### config.mk
export PLATFORM = sky130hd
export DESIGN_NAME = page_index_parser
export DESIGN_NICKNAME = d
export VERILOG_FILES = /design/src/rtl/pip_pkg.sv /design/src/rtl/pip_core.sv /design/src/rtl/pip_skid.sv /design/src/rtl/page_index_parser.sv
export VERILOG_INCLUDE_DIRS = /design/src /design/src/rtl
export SDC_FILE = /design/constraint.sdc
export NUM_CORES = 1
export LEC_CHECK = 0
export BUFFER_PORTS_ARGS = -buffer_cell sky130_fd_sc_hd__buf_2
export CELL_PAD_IN_SITES_DETAIL_PLACEMENT = 1
export CELL_PAD_IN_SITES_GLOBAL_PLACEMENT = 1
export CORE_MARGIN = 5
export CORE_UTILIZATION = 30
export DETAILED_ROUTE_END_ITERATION = 10
export PLACE_DENSITY = 0.52
export SETUP_SLACK_MARGIN = 0.1
export SYNTH_ARGS = -nofsm -noshare
export SYNTH_HDL_FRONTEND = slang
export SYNTH_SLANG_ARGS = --single-unit
### constraint.sdc
create_clock -name clk -period 7.7 [get_ports clk]
set_input_delay 1.54 -clock clk [delete_from_list [all_inputs] [get_ports clk]]
set_output_delay 1.54 -clock clk [all_outputs]
set_load 0.01 [all_outputs]
### src/rtl/page_index_parser_macros.svh
// Assertion macros for the page index parser.
`ifndef PAGE_INDEX_PARSER_MACROS_SVH
`define PAGE_INDEX_PARSER_MACROS_SVH

`ifndef NO_ASSERTIONS

`define PIP_ASSERT_NOW(label, ante, cons) \
    label: assert property (@(posedge clk) disable iff (!rst_n) (ante) |-> (cons)) \
        else $error("page_index_parser: check failed");

`define PIP_ASSERT_NEXT(label, ante, cons) \
    label: assert property (@(posedge clk) disable iff (!rst_n) (ante) |=> (cons)) \
        else $error("page_index_parser: check failed");

`else

`define PIP_ASSERT_NOW(label, ante, cons)

`define PIP_ASSERT_NEXT(label, ante, cons)

`endif

`endif

### src/rtl/pip_pkg.sv
package pip_pkg;

    typedef enum logic [2:0] {
        STATUS_OK      = 3'd0,
        STATUS_SHORT   = 3'd1,
        STATUS_MAGIC   = 3'd2,
        STATUS_VERSION = 3'd3,
        STATUS_HASH    = 3'd4,
        STATUS_TRUNC   = 3'd5
    } status_t;

    typedef enum logic [1:0] {
        CFG_MAGIC   = 2'd0,
        CFG_VERSION = 2'd1,
        CFG_HASH    = 2'd2,
        CFG_BUFLEN  = 2'd3
    } cfg_index_t;

    typedef struct packed {
        logic [31:0] magic_word;
        logic [15:0] format_version;
        logic [15:0] expected_layout_hash;
        logic [19:0] buffer_length;
    } cfg_t;

    typedef struct packed {
        logic        has_entry;
        logic [15:0] page_number;
        logic [31:0] source_offset;
        logic [7:0]  style_flags;
        logic        paragraph_start;
        logic        final_result;
        status_t     status_code;
    } res_t;

endpackage

### src/rtl/pip_core.sv
module pip_core
    import pip_pkg::*;
#(
    parameter int HEADER_BYTES = 12,
    parameter int ENTRY_BYTES  = 8
)
(
    input  logic       clk,
    input  logic       rst_n,
    input  cfg_t       cfg,
    input  logic       accept,
    input  logic [7:0] data_byte,
    input  logic       first_byte,
    output logic       res_valid,
    output res_t       res
);

    localparam int HCW = $clog2(HEADER_BYTES);
    localparam int ECW = $clog2(ENTRY_BYTES);
    localparam int NW  = 16 + $clog2(ENTRY_BYTES + 1) + 1;

    logic           finished_reg, finished_next;
    logic           in_entries_reg, in_entries_next;
    logic [HCW-1:0] hdr_cnt_reg, hdr_cnt_next;
    logic [ECW-1:0] ent_cnt_reg, ent_cnt_next;
    logic [63:0]    header_shift_reg, header_shift_next;
    logic [15:0]    entry_total_reg, entry_total_next;
    logic [15:0]    entries_done_reg, entries_done_next;
    logic [47:0]    entry_shift_reg, entry_shift_next;

    logic [HCW-1:0] hdr_pos;
    logic           in_ent;
    logic [47:0]    entry_merge;
    logic [15:0]    done_inc;
    logic [NW-1:0]  need;
    logic           last_entry;

    assign need = NW'(HEADER_BYTES) + NW'(entry_total_reg) * NW'(ENTRY_BYTES);
    assign done_inc = entries_done_reg + 16'd1;
    assign last_entry = (done_inc >= entry_total_reg);

    always_comb
    begin
        entry_merge = entry_shift_reg;
        for (int i = 0; i < 6; i++)
        begin
            if (ent_cnt_reg == ECW'(i))
            begin
                entry_merge[8*i +: 8] = data_byte;
            end
        end
    end

    always_comb
    begin
        finished_next     = finished_reg;
        in_entries_next   = in_entries_reg;
        hdr_cnt_next      = hdr_cnt_reg;
        ent_cnt_next      = ent_cnt_reg;
        header_shift_next = header_shift_reg;
        entry_total_next  = entry_total_reg;
        entries_done_next = entries_done_reg;
        entry_shift_next  = entry_shift_reg;
        res_valid         = 1'b0;
        res               = '0;
        hdr_pos           = first_byte ? '0 : hdr_cnt_reg;
        in_ent            = first_byte ? 1'b0 : in_entries_reg;

        if (accept)
        begin
            if (first_byte)
            begin
                finished_next     = 1'b0;
                in_entries_next   = 1'b0;
                hdr_cnt_next      = '0;
                entries_done_next = '0;
            end

            if (first_byte && (cfg.buffer_length < 20'(HEADER_BYTES)))
            begin
                res_valid          = 1'b1;
                res.final_result   = 1'b1;
                res.status_code    = STATUS_SHORT;
                finished_next      = 1'b1;
            end
            else if (first_byte || !finished_reg)
            begin
                if (!in_ent)
                begin
                    for (int i = 0; i < 8; i++)
                    begin
                        if (hdr_pos == HCW'(i))
                        begin
                            header_shift_next[8*i +: 8] = data_byte;
                        end
                    end
                    if (hdr_pos == HCW'(8))
                    begin
                        entry_total_next[7:0] = data_byte;
                    end
                    if (hdr_pos == HCW'(9))
                    begin
                        entry_total_next[15:8] = data_byte;
                    end

                    if (hdr_pos == HCW'(HEADER_BYTES - 1))
                    begin
                        res.final_result = 1'b1;
                        res_valid        = 1'b1;
                        finished_next    = 1'b1;
                        if (header_shift_reg[31:0] != cfg.magic_word)
                        begin
                            res.status_code = STATUS_MAGIC;
                        end
                        else if (header_shift_reg[47:32] != cfg.format_version)
                        begin
                            res.status_code = STATUS_VERSION;
                        end
                        else if (header_shift_reg[63:48] != cfg.expected_layout_hash)
                        begin
                            res.status_code = STATUS_HASH;
                        end
                        else if (NW'(cfg.buffer_length) < need)
                        begin
                            res.status_code = STATUS_TRUNC;
                        end
                        else if (entry_total_reg == 16'd0)
                        begin
                            res.status_code = STATUS_OK;
                        end
                        else
                        begin
                            res_valid       = 1'b0;
                            res             = '0;
                            finished_next   = 1'b0;
                            in_entries_next = 1'b1;
                            ent_cnt_next    = '0;
                        end
                    end
                    else
                    begin
                        hdr_cnt_next = hdr_pos + HCW'(1);
                    end
                end
                else
                begin
                    entry_shift_next = entry_merge;
                    if (ent_cnt_reg == ECW'(ENTRY_BYTES - 1))
                    begin
                        ent_cnt_next        = '0;
                        entries_done_next   = done_inc;
                        res_valid           = 1'b1;
                        res.has_entry       = 1'b1;
                        res.page_number     = done_inc;
                        res.source_offset   = entry_merge[31:0];
                        res.style_flags     = entry_merge[39:32];
                        res.paragraph_start = (entry_merge[47:40] != 8'd0);
                        res.final_result    = last_entry;
                        res.status_code     = STATUS_OK;
                        if (last_entry)
                        begin
                            finished_next = 1'b1;
                        end
                    end
                    else
                    begin
                        ent_cnt_next = ent_cnt_reg + ECW'(1);
                    end
                end
            end
        end
    end

    always_ff @(posedge clk or negedge rst_n)
    begin
        if (!rst_n)
        begin
            finished_reg     <= 1'b1;
            in_entries_reg   <= 1'b0;
            hdr_cnt_reg      <= '0;
            ent_cnt_reg      <= '0;
            entry_total_reg  <= '0;
            entries_done_reg <= '0;
        end
        else
        begin
            finished_reg     <= finished_next;
            in_entries_reg   <= in_entries_next;
            hdr_cnt_reg      <= hdr_cnt_next;
            ent_cnt_reg      <= ent_cnt_next;
            entry_total_reg  <= entry_total_next;
            entries_done_reg <= entries_done_next;
        end
    end

    always_ff @(posedge clk)
    begin
        header_shift_reg <= header_shift_next;
        entry_shift_reg  <= entry_shift_next;
    end

endmodule

### src/rtl/pip_skid.sv
module pip_skid
    import pip_pkg::*;
(
    input  logic clk,
    input  logic rst_n,
    input  logic in_valid,
    output logic in_ready,
    input  res_t in_data,
    output logic out_valid,
    input  logic out_ready,
    output res_t out_data
);

    logic out_valid_reg, out_valid_next;
    logic skid_valid_reg, skid_valid_next;
    res_t out_data_reg, out_data_next;
    res_t skid_data_reg, skid_data_next;
    logic push;

    assign in_ready  = !skid_valid_reg;
    assign out_valid = out_valid_reg;
    assign out_data  = out_data_reg;
    assign push      = in_valid && !skid_valid_reg;

    always_comb
    begin
        out_valid_next  = out_valid_reg;
        skid_valid_next = skid_valid_reg;
        out_data_next   = out_data_reg;
        skid_data_next  = skid_data_reg;
        if (!out_valid_reg || out_ready)
        begin
            if (skid_valid_reg)
            begin
                out_data_next   = skid_data_reg;
                out_valid_next  = 1'b1;
                skid_valid_next = 1'b0;
            end
            else
            begin
                out_data_next  = in_data;
                out_valid_next = push;
            end
        end
        else if (push)
        begin
            skid_data_next  = in_data;
            skid_valid_next = 1'b1;
        end
    end

    always_ff @(posedge clk or negedge rst_n)
    begin
        if (!rst_n)
        begin
            out_valid_reg  <= 1'b0;
            skid_valid_reg <= 1'b0;
        end
        else
        begin
            out_valid_reg  <= out_valid_next;
            skid_valid_reg <= skid_valid_next;
        end
    end

    always_ff @(posedge clk)
    begin
        out_data_reg  <= out_data_next;
        skid_data_reg <= skid_data_next;
    end

endmodule

### src/rtl/page_index_parser.sv
// Page index parser: checks and decodes a stored page-offset index, one byte per transfer.
// Slave stream carries one index byte per transfer; tuser marks the first byte of a
// buffer and restarts the parse. A 12-byte header is checked against the magic,
// version, layout hash and buffer length registers, then each 8-byte entry gives one
// result on the master stream. A failed check gives a single result with a status
// code; an empty index gives a single ok result. tlast marks the last result.
// Configuration writes (index, data) are always ready; write only while idle.
// Throughput: one byte per cycle while s_tready is high. A result is registered on the
// master side once the byte that completes it is taken (one result register).
// The master side has a result register plus one skid entry; s_tready drops only
// while the skid entry is full, so a stall on m_tready holds back the input for at
// most as long as the stall lasts once two results are waiting.
// Reset clears the configuration to zero and leaves the parser idle until a first byte;
// bytes without the first-byte flag are dropped while idle or after the last entry.
module page_index_parser
    import pip_pkg::*;
#(
    parameter int HEADER_BYTES = 12,
    parameter int ENTRY_BYTES  = 8
)
(
    input  logic        clk,
    input  logic        rst_n,
    input  logic        s_tvalid,
    output logic        s_tready,
    input  logic [7:0]  s_tdata,     // [7:0] data_byte
    input  logic        s_tuser,     // [0] first_byte
    output logic        m_tvalid,
    input  logic        m_tready,
    output logic [63:0] m_tdata,     // [15:0] page_number, [47:16] source_offset,
                                     // [55:48] style_flags, [56] paragraph_start
    output logic [3:0]  m_tuser,     // [0] has_entry, [3:1] status_code
    output logic        m_tlast,     // final_result
    input  logic        cfg_valid,
    output logic        cfg_ready,
    input  logic [1:0]  cfg_index,
    input  logic [31:0] cfg_data
);

    cfg_t cfg_reg;
    logic accept;
    logic res_valid;
    res_t res;
    res_t out_res;

    assign cfg_ready = 1'b1;
    assign accept    = s_tvalid && s_tready;

    always_ff @(posedge clk or negedge rst_n)
    begin
        if (!rst_n)
        begin
            cfg_reg <= '0;
        end
        else if (cfg_valid)
        begin
            unique case (cfg_index_t'(cfg_index))
                CFG_MAGIC:   cfg_reg.magic_word           <= cfg_data;
                CFG_VERSION: cfg_reg.format_version       <= cfg_data[15:0];
                CFG_HASH:    cfg_reg.expected_layout_hash <= cfg_data[15:0];
                CFG_BUFLEN:  cfg_reg.buffer_length        <= cfg_data[19:0];
                default:     cfg_reg                      <= cfg_reg;
            endcase
        end
    end

    pip_core #(
        .HEADER_BYTES (HEADER_BYTES),
        .ENTRY_BYTES  (ENTRY_BYTES)
    ) u_core (
        .clk        (clk),
        .rst_n      (rst_n),
        .cfg        (cfg_reg),
        .accept     (accept),
        .data_byte  (s_tdata),
        .first_byte (s_tuser),
        .res_valid  (res_valid),
        .res        (res)
    );

    pip_skid u_skid (
        .clk       (clk),
        .rst_n     (rst_n),
        .in_valid  (accept && res_valid),
        .in_ready  (s_tready),
        .in_data   (res),
        .out_valid (m_tvalid),
        .out_ready (m_tready),
        .out_data  (out_res)
    );

    assign m_tdata = {7'd0, out_res.paragraph_start, out_res.style_flags,
                      out_res.source_offset, out_res.page_number};
    assign m_tuser = {out_res.status_code, out_res.has_entry};
    assign m_tlast = out_res.final_result;

`include "page_index_parser_macros.svh"

    `PIP_ASSERT_NOW(a_skid_behind_out, !s_tready, m_tvalid)
    `PIP_ASSERT_NOW(a_fail_is_final, m_tvalid && (m_tuser[3:1] != STATUS_OK), m_tlast && !m_tuser[0])
    `PIP_ASSERT_NOW(a_entry_page_nonzero, m_tvalid && m_tuser[0], (m_tdata[15:0] != 16'd0) && (m_tuser[3:1] == STATUS_OK))
    `PIP_ASSERT_NEXT(a_no_result_from_nothing, !m_tvalid && !(s_tvalid && s_tready), !m_tvalid)

endmodule
; Yosys cells after proc, flatten, opt, wreduce, memory -nomap -nowiden
; Index checks and enable logic that the tools add are counted.
[classes]
mux = 72
n_lt_le_gt_ge = 3
n_reduce_logical = 33
eq_ne = 27
bitwise_logic = 3
add_sub_neg = 4
[ops]
columns = cell, count
row1 = 62-bit two-way mux, 6
row2 = 59-bit two-way mux, 4
row3 = 16-bit two-way mux, 5
row4 = 58-bit two-way mux, 1
row5 = 5-bit AND reduction, 10
row6 = 8-bit two-way mux, 6
row7 = 3-bit two-way mux, 12
row8 = 1-bit two-way mux, 32
row9 = 16-bit != test, 2
row10 = 32-bit != test, 1
row11 = 4-bit two-way mux, 6
row12 = 20-bit by 21-bit less-than comparator with 1-bit output, 1
row13 = 4-bit by 19-bit adder with 20-bit output (first input constant), 1
row14 = 20-bit by 4-bit less-than comparator with 1-bit output (second input constant), 1
row15 = 16-bit by 1-bit adder with 16-bit output (second input constant), 1
row16 = 4-bit by 3-bit == test with 1-bit output (second input constant), 4
row17 = 16-bit >= comparator, 1
row18 = 16-bit zero test, 1
row19 = 4-bit == test (second input constant), 3
row20 = 2-bit by 1-bit != test with 1-bit output (second input constant), 5
row21 = 2-bit AND reduction, 5
row22 = 3-bit == test (second input constant), 3
row23 = 9-bit AND reduction, 1
row24 = 4-bit by 2-bit == test with 1-bit output (second input constant), 2
row25 = 17 further kinds, 28
[word_totals]
regBits = 363
out_inout_bits = 72
in_bits = 48
elab_cells = 178

; Longest topological paths before layout
; Gate-level depths: netlist of run 1.
[logic_depth]
word_depth = 15
depth_mapped = 13
mapped_depth_nobuf = 13

; Modules after synthesis
; A second synthesis of run 1 with hierarchy kept.
[unflattened]
hier_cells = 1088
area_unflattened_um2 = 16432.0
[by_module_without_submodules]
columns = mod, seq_area_each_um2, n_inst, area_each_um2, cells_each
row1 = pip_core, 4390.5, 1, 8446.9, 696
row2 = pip_skid, 3773.6, 1, 4749.6, 201
row3 = page_index_parser, 2102.0, 1, 3235.6, 191

; Worst setup path before layout of run 1
; No wires, ideal clock.
[synth_timing]
kind = input to register
startpoint = input port m_tready
endpoint = register u_skid.skid_data_reg[0] (netlist bit), enable pin
cell_stages = 2
setup_time_ps = 558
slack_ps = -394
n_path_buf = 0
t_required_ps = 7142
arrival_time_ps = 7536
path_cell_list = nand2b_1 -> nor3_1
[synth_between]
elab_chain_cells = 3
[synth_rtl]
columns = item, line
row1 = "start, declared", page_index_parser.sv:29  ; input logic m_tready,
row2 = 1-bit logical OR, pip_skid.sv:31  ; if (!out_valid_reg || out_ready)
row3 = 1-bit inverter (no line), -
row4 = 2-bit AND reduction (no line), -
row5 = "end signal, assigned", pip_skid.sv:69  ; skid_data_reg <= skid_data_next;
row6 = "end, declared", pip_skid.sv:17  ; res_t skid_data_reg, skid_data_next;
; Every way passes these cells.
; A chain may end at the register's enable or synchronous reset.

; Worst setup path after layout of run 1
[layout_timing]
startpoint = register u_core.entry_total_reg[0]
endpoint = register u_skid.skid_data_reg[20] (netlist bit), enable pin
[layout_between]
elab_chain_cells = 14
elab_cells_between_ends = 16
cone_classes = add/sub: 1 / order compare: 1 / mux: 10 / reduce/logical: 4
[layout_rtl]
columns = item, line
row1 = "start, declared", pip_core.sv:27  ; logic [15:0] entry_total_reg, entry_total_next;
row2 = "start signal, assigned", pip_core.sv:191  ; entry_total_reg <= entry_total_next;
row3 = 4-bit by 19-bit adder with 20-bit output / 16-bit zero test (equally long branches), "pip_core.sv:38, pip_core.sv:127"
row4 = 20-bit by 21-bit less-than comparator with 1-bit output / 1-bit two-way mux (equally long branches), "pip_core.sv:123, pip_core.sv:127"
row5 = 1-bit two-way mux (*), pip_core.sv:123  ; else if (NW'(cfg.buffer_length) < need)
row6 = 1-bit two-way mux (*), pip_core.sv:119  ; else if (header_shift_reg[63:48] != cfg.expected_layout_hash)
row7 = 1-bit two-way mux (*), pip_core.sv:115  ; else if (header_shift_reg[47:32] != cfg.format_version)
row8 = 1-bit two-way mux (*), pip_core.sv:111  ; if (header_shift_reg[31:0] != cfg.magic_word)
row9 = 1-bit two-way mux (*), pip_core.sv:106  ; if (hdr_pos == HCW'(HEADER_BYTES - 1))
row10 = 1-bit two-way mux (*), pip_core.sv:88  ; if (!in_ent)
row11 = 1-bit two-way mux (*), pip_core.sv:86  ; else if (first_byte || !finished_reg)
row12 = 1-bit two-way mux (*), pip_core.sv:79  ; if (first_byte && (cfg.buffer_length < 20'(HEADER_BYTES)))
row13 = 1-bit two-way mux (*), pip_core.sv:69  ; if (accept)
row14 = 1-bit logical AND (*), page_index_parser.sv:84  ; .in_valid (accept && res_valid),
row15 = 1-bit logical AND (*), pip_skid.sv:23  ; assign push = in_valid && !skid_valid_reg;
row16 = 2-bit AND reduction (no line) (*), -
; Every way passes the cells marked *; elsewhere a longest branch is shown, timed or not.

==> flow_summary.yaml, run 1 <==
run_status:
  status: "finished clean"
synthesis:
  yosysMostFrequentCell: "edfxtp_1"
  synthesis.area_mm2: 0.0159
  synth-xor-area-share: 0.0507
  syn_avg_cell_area_um2: 14.4
  synthSimpleGateAreaFrac: 0.0864
  synth_top_area_share: 0.446
  synth_compound_area_frac: 0.0579
  synth_top_family_by_area: "multiplexers"
  synthAdderAreaFrac: 0.0362
  synth_top_cells_by_count: "236 x edfxtp_1, 146 x mux2_2, 124 x dfrtp_1"
  synth_edf_count: 236
  yosys.cell_types.count: 54
  seq_area_frac_synth: 0.643
  muxShareOfSynthArea: 0.104
  ys_seq_elements: 361
  synth_ff_type: "edfxtp_1"
  synth_warnings: 0
  netlist_top_cells_area: "edfxtp_1 45%, dfrtp_1 20%, mux2_2 10%"
  yosysTopAreaCell: "edfxtp_1"
  synthCells: 1105
  async_reset_ff_frac: 0.346
clocking:
  h-tree-depth: 2
  ctsHoldBuffers: 0
  cts.sinks: 361
  post_cts_buffers: 0
  numCtsBuffers: 42
  clkTransAtPathRegs_ns: 0.06
  tritoncts: "built"
  root_buffer: "clkbuf_16"
  cts_resized: 0
  insertion_delay_ns: 0.58
  clk_path_buf_depth: 3
die:
  start_util: 0.303
  io_pins: 120
  dieArea_mm2: 0.0576
  fp-row-count: 84
  die_h_um: 240
  core_area_mm2: 0.0524
  die_x_um: 240
sta:
  relSlewSlack: 0.301
  rsz0062_at_grt: "no"
  finClkSkew_ns: 0.0189
  hold_viol_final: 0
  setup_viol: 0
  fin_crit_ns: 4.30
  period_share: 0.558
  setup_tns_ns: 0
  maxSlewViolCount: 0
  fmax_ghz: 0.233
  worstMarginPinSlew_ns: 1.05
power:
  switching_share: 0.242
  netSwitchingPower_mw: 1.13
  p_total_mw: 4.69
  comb_power_share: 0.088
  p_per_area_mw_per_mm2: 252
  p_seq_frac: 0.482
  ir_worst_vdd_uv: 142
  intPower_mw: 3.56
  pwr-share-clk: 0.430
  p_leak_nw: 8.14
worst_setup_path:
  critical_path.max_fanout: 40
  required_ns: 7.95
  critPathMostFrequentCell: "nor3_1"
  crit_type: "reg -> reg"
  cpMaxStageDelayCell: "nor3_1"
  startpoint_type: "flip-flop"
  cp.arrival_ns: 4.55
  cpPeakStageDelay_ns: 0.56
  path_cells: "ha_1, nand2_1, nor3_1, nand3_1, xnor2_1, ha_1, nand3_1, nor3_1, o2111ai_1, a41oi_1, a31oi_1, nor3_1, nor3_2, buf_4"
  endpoint_kind: "flip-flop"
detailed_routing:
  drt_iter0_drc: 523
  wire_per_inst_um: 21.9
  vias: 9474
  drt-pass1-iter-count: 4
  ant_nets: 0
  wl_mm: 42.9
  drcViolationCount: 0
  vias_per_cell: 4.83
grt:
  grt_pass1_wl_mm: 65.1
  antenna_found_initial: 1
  grt.total_usage: 0.149
  grt_pass1_vias: 10213
  grt_overflow: 0
  grt_max_degree: 64
layout:
  nNetsFinal: 1331
  largest_register_ffs: 82
  final_util: 0.355
  fill_cells: 5500
  drive_gt1_frac: 0.271
  syn2layout_area_growth_pct: 17.2
place:
  dpl.hpwl_mm: 28.4
  io_buffers: 111
  gp_congestion: 0.759
hold_path:
  hold_class: "reg -> reg"
run:
  drv_cap: 0
-- worst max-delay path, delay by kind of cell, from the launching register on --
kind	cells	cell delay, ns
buffers and inverters	1	0.31
AO/OA/AOI/OAI	3	0.92
AND/OR/NAND/NOR	7	1.57
flip-flops	1	0.44
XOR/XNOR	1	0.17
adder cells (fa/ha/maj)	2	0.51
-- final timing paths --
| kind | startpoint | endpoint | slack, ns | cells past startpoint |
|---|---|---|---|---|
| max in group asynchronous | rst_n | u_skid.skid_valid_reg | 5.54 | 2 |
| max | u_core.entry_total_reg[0] | u_skid.skid_data_reg[20] | 3.40 | 14 |
| max reg2reg | u_core.entry_total_reg[0] | u_skid.skid_data_reg[20] | 3.40 | 14 |
| min reg2reg | u_core.entries_done_reg[1] | u_core.entries_done_reg[1] | 0.51 | 2 |
| min | u_core.entries_done_reg[1] | u_core.entries_done_reg[1] | 0.51 | 2 |
| min in group asynchronous | rst_n | cfg_reg[41] | 0.88 | 1 |
-- power groups by stage --
stage	Clock, mW	Combinational (mW)	Sequential [mW]
floorplan	0	0.280	2.27
global placement	0	0.412	2.30
detailed placement	0	0.419	2.30
CTS	2.09	0.422	2.26
global route	2.17	0.463	2.27
finish	2.02	0.411	2.26
-- metrics by stage --
stage / cell area [um2] / cells / hold WS (ns) / setup WS (ns)
after floorplan: 15900 / 1111 / 0.471 / 0.273
after global placement: 17200 / 1881 / 0.487 / 3.58
after detailed placement: 17200 / 1881 / 0.495 / 3.43
after CTS: 18600 / 1958 / 0.514 / 3.41
after global routing: 18600 / 1959 / 0.522 / 3.10
final: 18600 / 1960 / 0.513 / 3.40
-- kinds of logic after synthesis --
family                     after synthesis
AOI/OAI and AO/OA                      134
xor gates and xnor gates                92
adders and majority gates               46
buffers and inverters                   76
DFF                                    361
muxes                                  146
other                                    2
and+or+nand+nor                        248
-- cell usage in the layout, fill, tap and decap left out, drive strengths merged, types with 3 or more instances in the layout --
master  instances
bufinv          4
nand2          52
xor2           53
nand4          18
o31ai           5
a21oi          18
edfxtp        236
o21a            3
and2           12
nor3           15
nor4           21
o21ai          29
a211oi          3
a21o           64
nand3b          3
xnor2          39
clkbuf         62
buf           122
and3           50
nor3b           3
clkinv          6
ha             46
nor2           31
nor2b           4
nand3          21
conb            8
o211ai          3
nand2b          8
a22o            4
dfrtp         124
mux2          146
inv            39
-- layout make-up --
class | count | area, um2 | share of cell area
flip-flops and latches | 361 | 10200 | 0.549
multi-input cells | 674 | 5370 | 0.289
clock buffers | 62 | 1180 | 0.0633
well taps | 688 | 861 | 0.0463
repair buffers | 122 | 641 | 0.0344
clock inverters | 15 | 200 | 0.0108
inverters | 36 | 135 | 0.00726
diodes | 2 | 5.00 | 0.000269
-- metal layers --
metal	wire length, um	track usage	up-vias
li1	-	-	4352
met1	20000	0.205	4912
met2	20400	0.243	157
met3	1580	0.0251	53
met4	848	0.0438	0
met5	0	0	-
No activity file was read; power rests on OpenSTA's default activity.
==> run 2: changes to the inputs <==
--- a/config.mk
+++ b/config.mk
@@ -6,6 +6,7 @@
 export SDC_FILE = /design/constraint.sdc
 export NUM_CORES = 1
 export LEC_CHECK = 0
+export ABC_AREA = 1
 export BUFFER_PORTS_ARGS = -buffer_cell sky130_fd_sc_hd__buf_2
 export CELL_PAD_IN_SITES_DETAIL_PLACEMENT = 1
 export CELL_PAD_IN_SITES_GLOBAL_PLACEMENT = 1
==> constraint.sdc (replaced) <==
create_clock -name clk -period 4.45 [get_ports clk]
set_input_delay 0.89 -clock clk [delete_from_list [all_inputs] [get_ports clk]]
set_output_delay 0.89 -clock clk [all_outputs]
set_load 0.01 [all_outputs]
==> run 2 against run 1 <==
Via count increased by 20%; worst hold slack got worse by 0.12 ns; die area increased by 3.2%; count of clock-buffer cells in the layout fell by 5; cell count is 26% higher; first-iteration DRC count increased by 24%; fmax is 8.6% higher; routed wire length increased by 8.2%; sequential share of layout area decreased by 2.1 points; sequential cell count did not move; total power is 85% higher.
==> flow_summary.yaml, run 2 <==
run_status:
  status: "finished clean"
grt:
  grt_util_met3: 0.0250
  antenna_found_initial: 2
  grt_max_degree: 73
  grt_overflow: 0
  met2_usage: 0.251
  grtUsageMet1: 0.212
  grt_pass1_wl_mm: 71.0
  grt.total_usage: 0.153
  grt_pass1_vias: 11982
  globalRoute.busiestLayer: "met2"
sta:
  period_share: 0.890
  maxSlewViolCount: 0
  fin_crit_ns: 3.96
  rsz0062_at_grt: "no"
  relSlewSlack: 0.214
  fmax_ghz: 0.252
  hold_viol_final: 0
  setup_viol: 0
  setup_tns_ns: 0
  worstMarginPinSlew_ns: 1.18
  finClkSkew_ns: 0.0215
synthesis:
  synth_top_area_share: 0.432
  syn_avg_cell_area_um2: 10.2
  synth_warnings: 0
  async_reset_ff_frac: 0.346
  synth_top_cells_by_count: "367 x nand2_1, 236 x edfxtp_1, 220 x inv_1"
  synthCells: 1607
  ys_seq_elements: 361
  yosysMostFrequentCell: "nand2_1"
  netlist_top_cells_area: "edfxtp_1 43%, dfrtp_1 19%, nand2_1 8.4%"
  yosysTopAreaCell: "edfxtp_1"
  yosys.cell_types.count: 43
  synth_ff_type: "edfxtp_1"
  synthesis.area_mm2: 0.0164
  synth_edf_count: 236
  seq_area_frac_synth: 0.623
layout:
  stdcell_count: 2472
  largest_register_ffs: 82
  antennaDiodeCount: 0
  final_cell_mix: "365 x nand2_1, 236 x edfxtp_1, 219 x inv_1, 216 x o21ai_0, 123 x dfrtp_1"
  syn2layout_area_growth_pct: 18.0
  nNetsFinal: 1835
  drive_gt1_frac: 0.142
  final_util: 0.358
  layout_commonest_cell: "nand2_1"
detailed_routing:
  drt_iter0_drc: 646
  wire_per_inst_um: 18.8
  vias_per_cell: 4.58
  vias: 11330
  drcViolationCount: 0
  ant_nets: 0
  drt-pass1-iter-count: 4
  wl_mm: 46.4
run:
  drv_cap: 0
power:
  p_leak_nw: 8.35
  p_per_area_mw_per_mm2: 448
  ir_worst_vdd_uv: 238
clocking:
  clkTransAtPathRegs_ns: 0.05
  numCtsBuffers: 44
  tritoncts: "built"
  cts.sinks: 361
  ctsHoldBuffers: 0
  insertion_delay_ns: 0.58
  root_buffer: "clkbuf_16"
  clk_path_buf_depth: 3
  h-tree-depth: 2
worst_setup_path:
  endpoint_kind: "flip-flop"
  required_ns: 4.77
  startpoint_type: "flip-flop"
  crit_type: "reg -> reg"
  cp.arrival_ns: 4.28
  critical_path.max_fanout: 16
hold_path:
  hold_class: "in -> async"
place:
  io_buffers: 111
  dpl.hpwl_mm: 30.5
  gp_congestion: 0.772
  dpl.cell_count: 2384
die:
  core_area_mm2: 0.0540
  start_util: 0.304
  fp-row-count: 85
  dieArea_mm2: 0.0595
  die_x_um: 244
  die_h_um: 244
  io_pins: 120
-- run 2: changes by cell type after synthesis, moves of 13 or more --
cell     delta
o21ai_0   +193
nor2_1     +89
nand2_1   +318
a21o_1     -61
xor2_1     -33
inv_1     +184
and3_1     -50
mux2_2    -137
nor4_1     -13
a21oi_1    +16
-- run 2: cell type report --
cell class	count	area, um2
inverters	225	846
clock buffers	57	1170
flip-flops and latches	361	10200
fillers	6098	34700
repair buffers	134	820
well taps	696	871
clock inverters	24	284
multi-input cells	975	5150
-- run 2: final timing paths --
check | end | depth (start not counted) | slack (ns) | from
setup reg to reg | u_skid.skid_data_reg[48] | 27 | 0.49 | u_core.entry_total_reg[0]
setup / recovery | u_skid.skid_data_reg[48] | 27 | 0.49 | u_core.entry_total_reg[0]
hold reg to reg | cfg_reg[25] | 2 | 0.50 | cfg_reg[25]
hold / removal | cfg_reg[78] | 1 | 0.39 | rst_n
max in group asynchronous | u_core.entries_done_reg[0] | 2 | 3.14 | rst_n
min in group clk | cfg_reg[25] | 2 | 0.50 | cfg_reg[25]
-- run 2: cells by family (layout without fill, tap and decap cells) --
logic type | Yosys count | after routing | share of synthesized area
other | 2 | 8 | 0.000458
xor gates and xnor gates | 68 | 68 | 0.0368
AOI/OAI and AO/OA | 269 | 269 | 0.0841
and+or+nand+nor | 575 | 575 | 0.147
DFF | 361 | 361 | 0.623
muxes | 9 | 9 | 0.00618
buffers and inverters | 277 | 440 | 0.0676
adders and majority gates | 46 | 46 | 0.0351
-- run 2: report_power, final --
group	leakage, nW	internal, mW	switching (mW)
sequential	3.77	3.79	0.191
clock	0.716	2.16	1.47
combinational	3.87	0.385	0.681
-- run 2: routing by layer --
layer / vias up / part of all wire
met2: 138 / 0.47
met1: 5601 / 0.48
li1: 5533 / -
met3: 56 / 0.033
met4: 2 / 0.019
met5: - / 0.00015
-- run 2: metrics by stage --
step	hold slack (ns)	setup slack, ns	cell area (um2)	power (mW)
after floorplan	0.453	-1.29	16400	4.70
after global placement	0.477	0.328	17800	5.07
after detailed placement	0.494	0.251	17800	5.11
after CTS	0.412	0.233	19200	8.81
after global routing	0.451	0.0995	19400	9.14
final	0.392	0.489	19400	8.68
-- run 2: timing repair --
| item | 4_1_cts | 5_1_grt |
|---|---|---|
| buffers inserted | 0 | 4 |
| resized for setup | 0 | 13 |
| endpoints found under the setup margin | 0 | 64 |
-- run 2: worst max-delay path, cell delays in order, from the launching register on --
cell	delay (ns)
dfrtp_1	0.39
ha_2	0.21
nand3_1	0.14
nor2_1	0.12
nand2_1	0.07
nor2_1	0.09
inv_1	0.08
nor2_4	0.11
nand3_2	0.10
nor2_2	0.14
nand4_1	0.14
nand3b_1	0.20
ha_1	0.29
nand2_1	0.06
nor2_2	0.11
nand2_1	0.07
nor2_1	0.13
nand2_1	0.07
nand3_1	0.11
nor2_1	0.06
nor2_2	0.19
nand3_2	0.12
nand3_1	0.08
nand2_1	0.07
nand2_2	0.11
nor2_4	0.05
buf_12	0.19
clkbuf_16	0.18
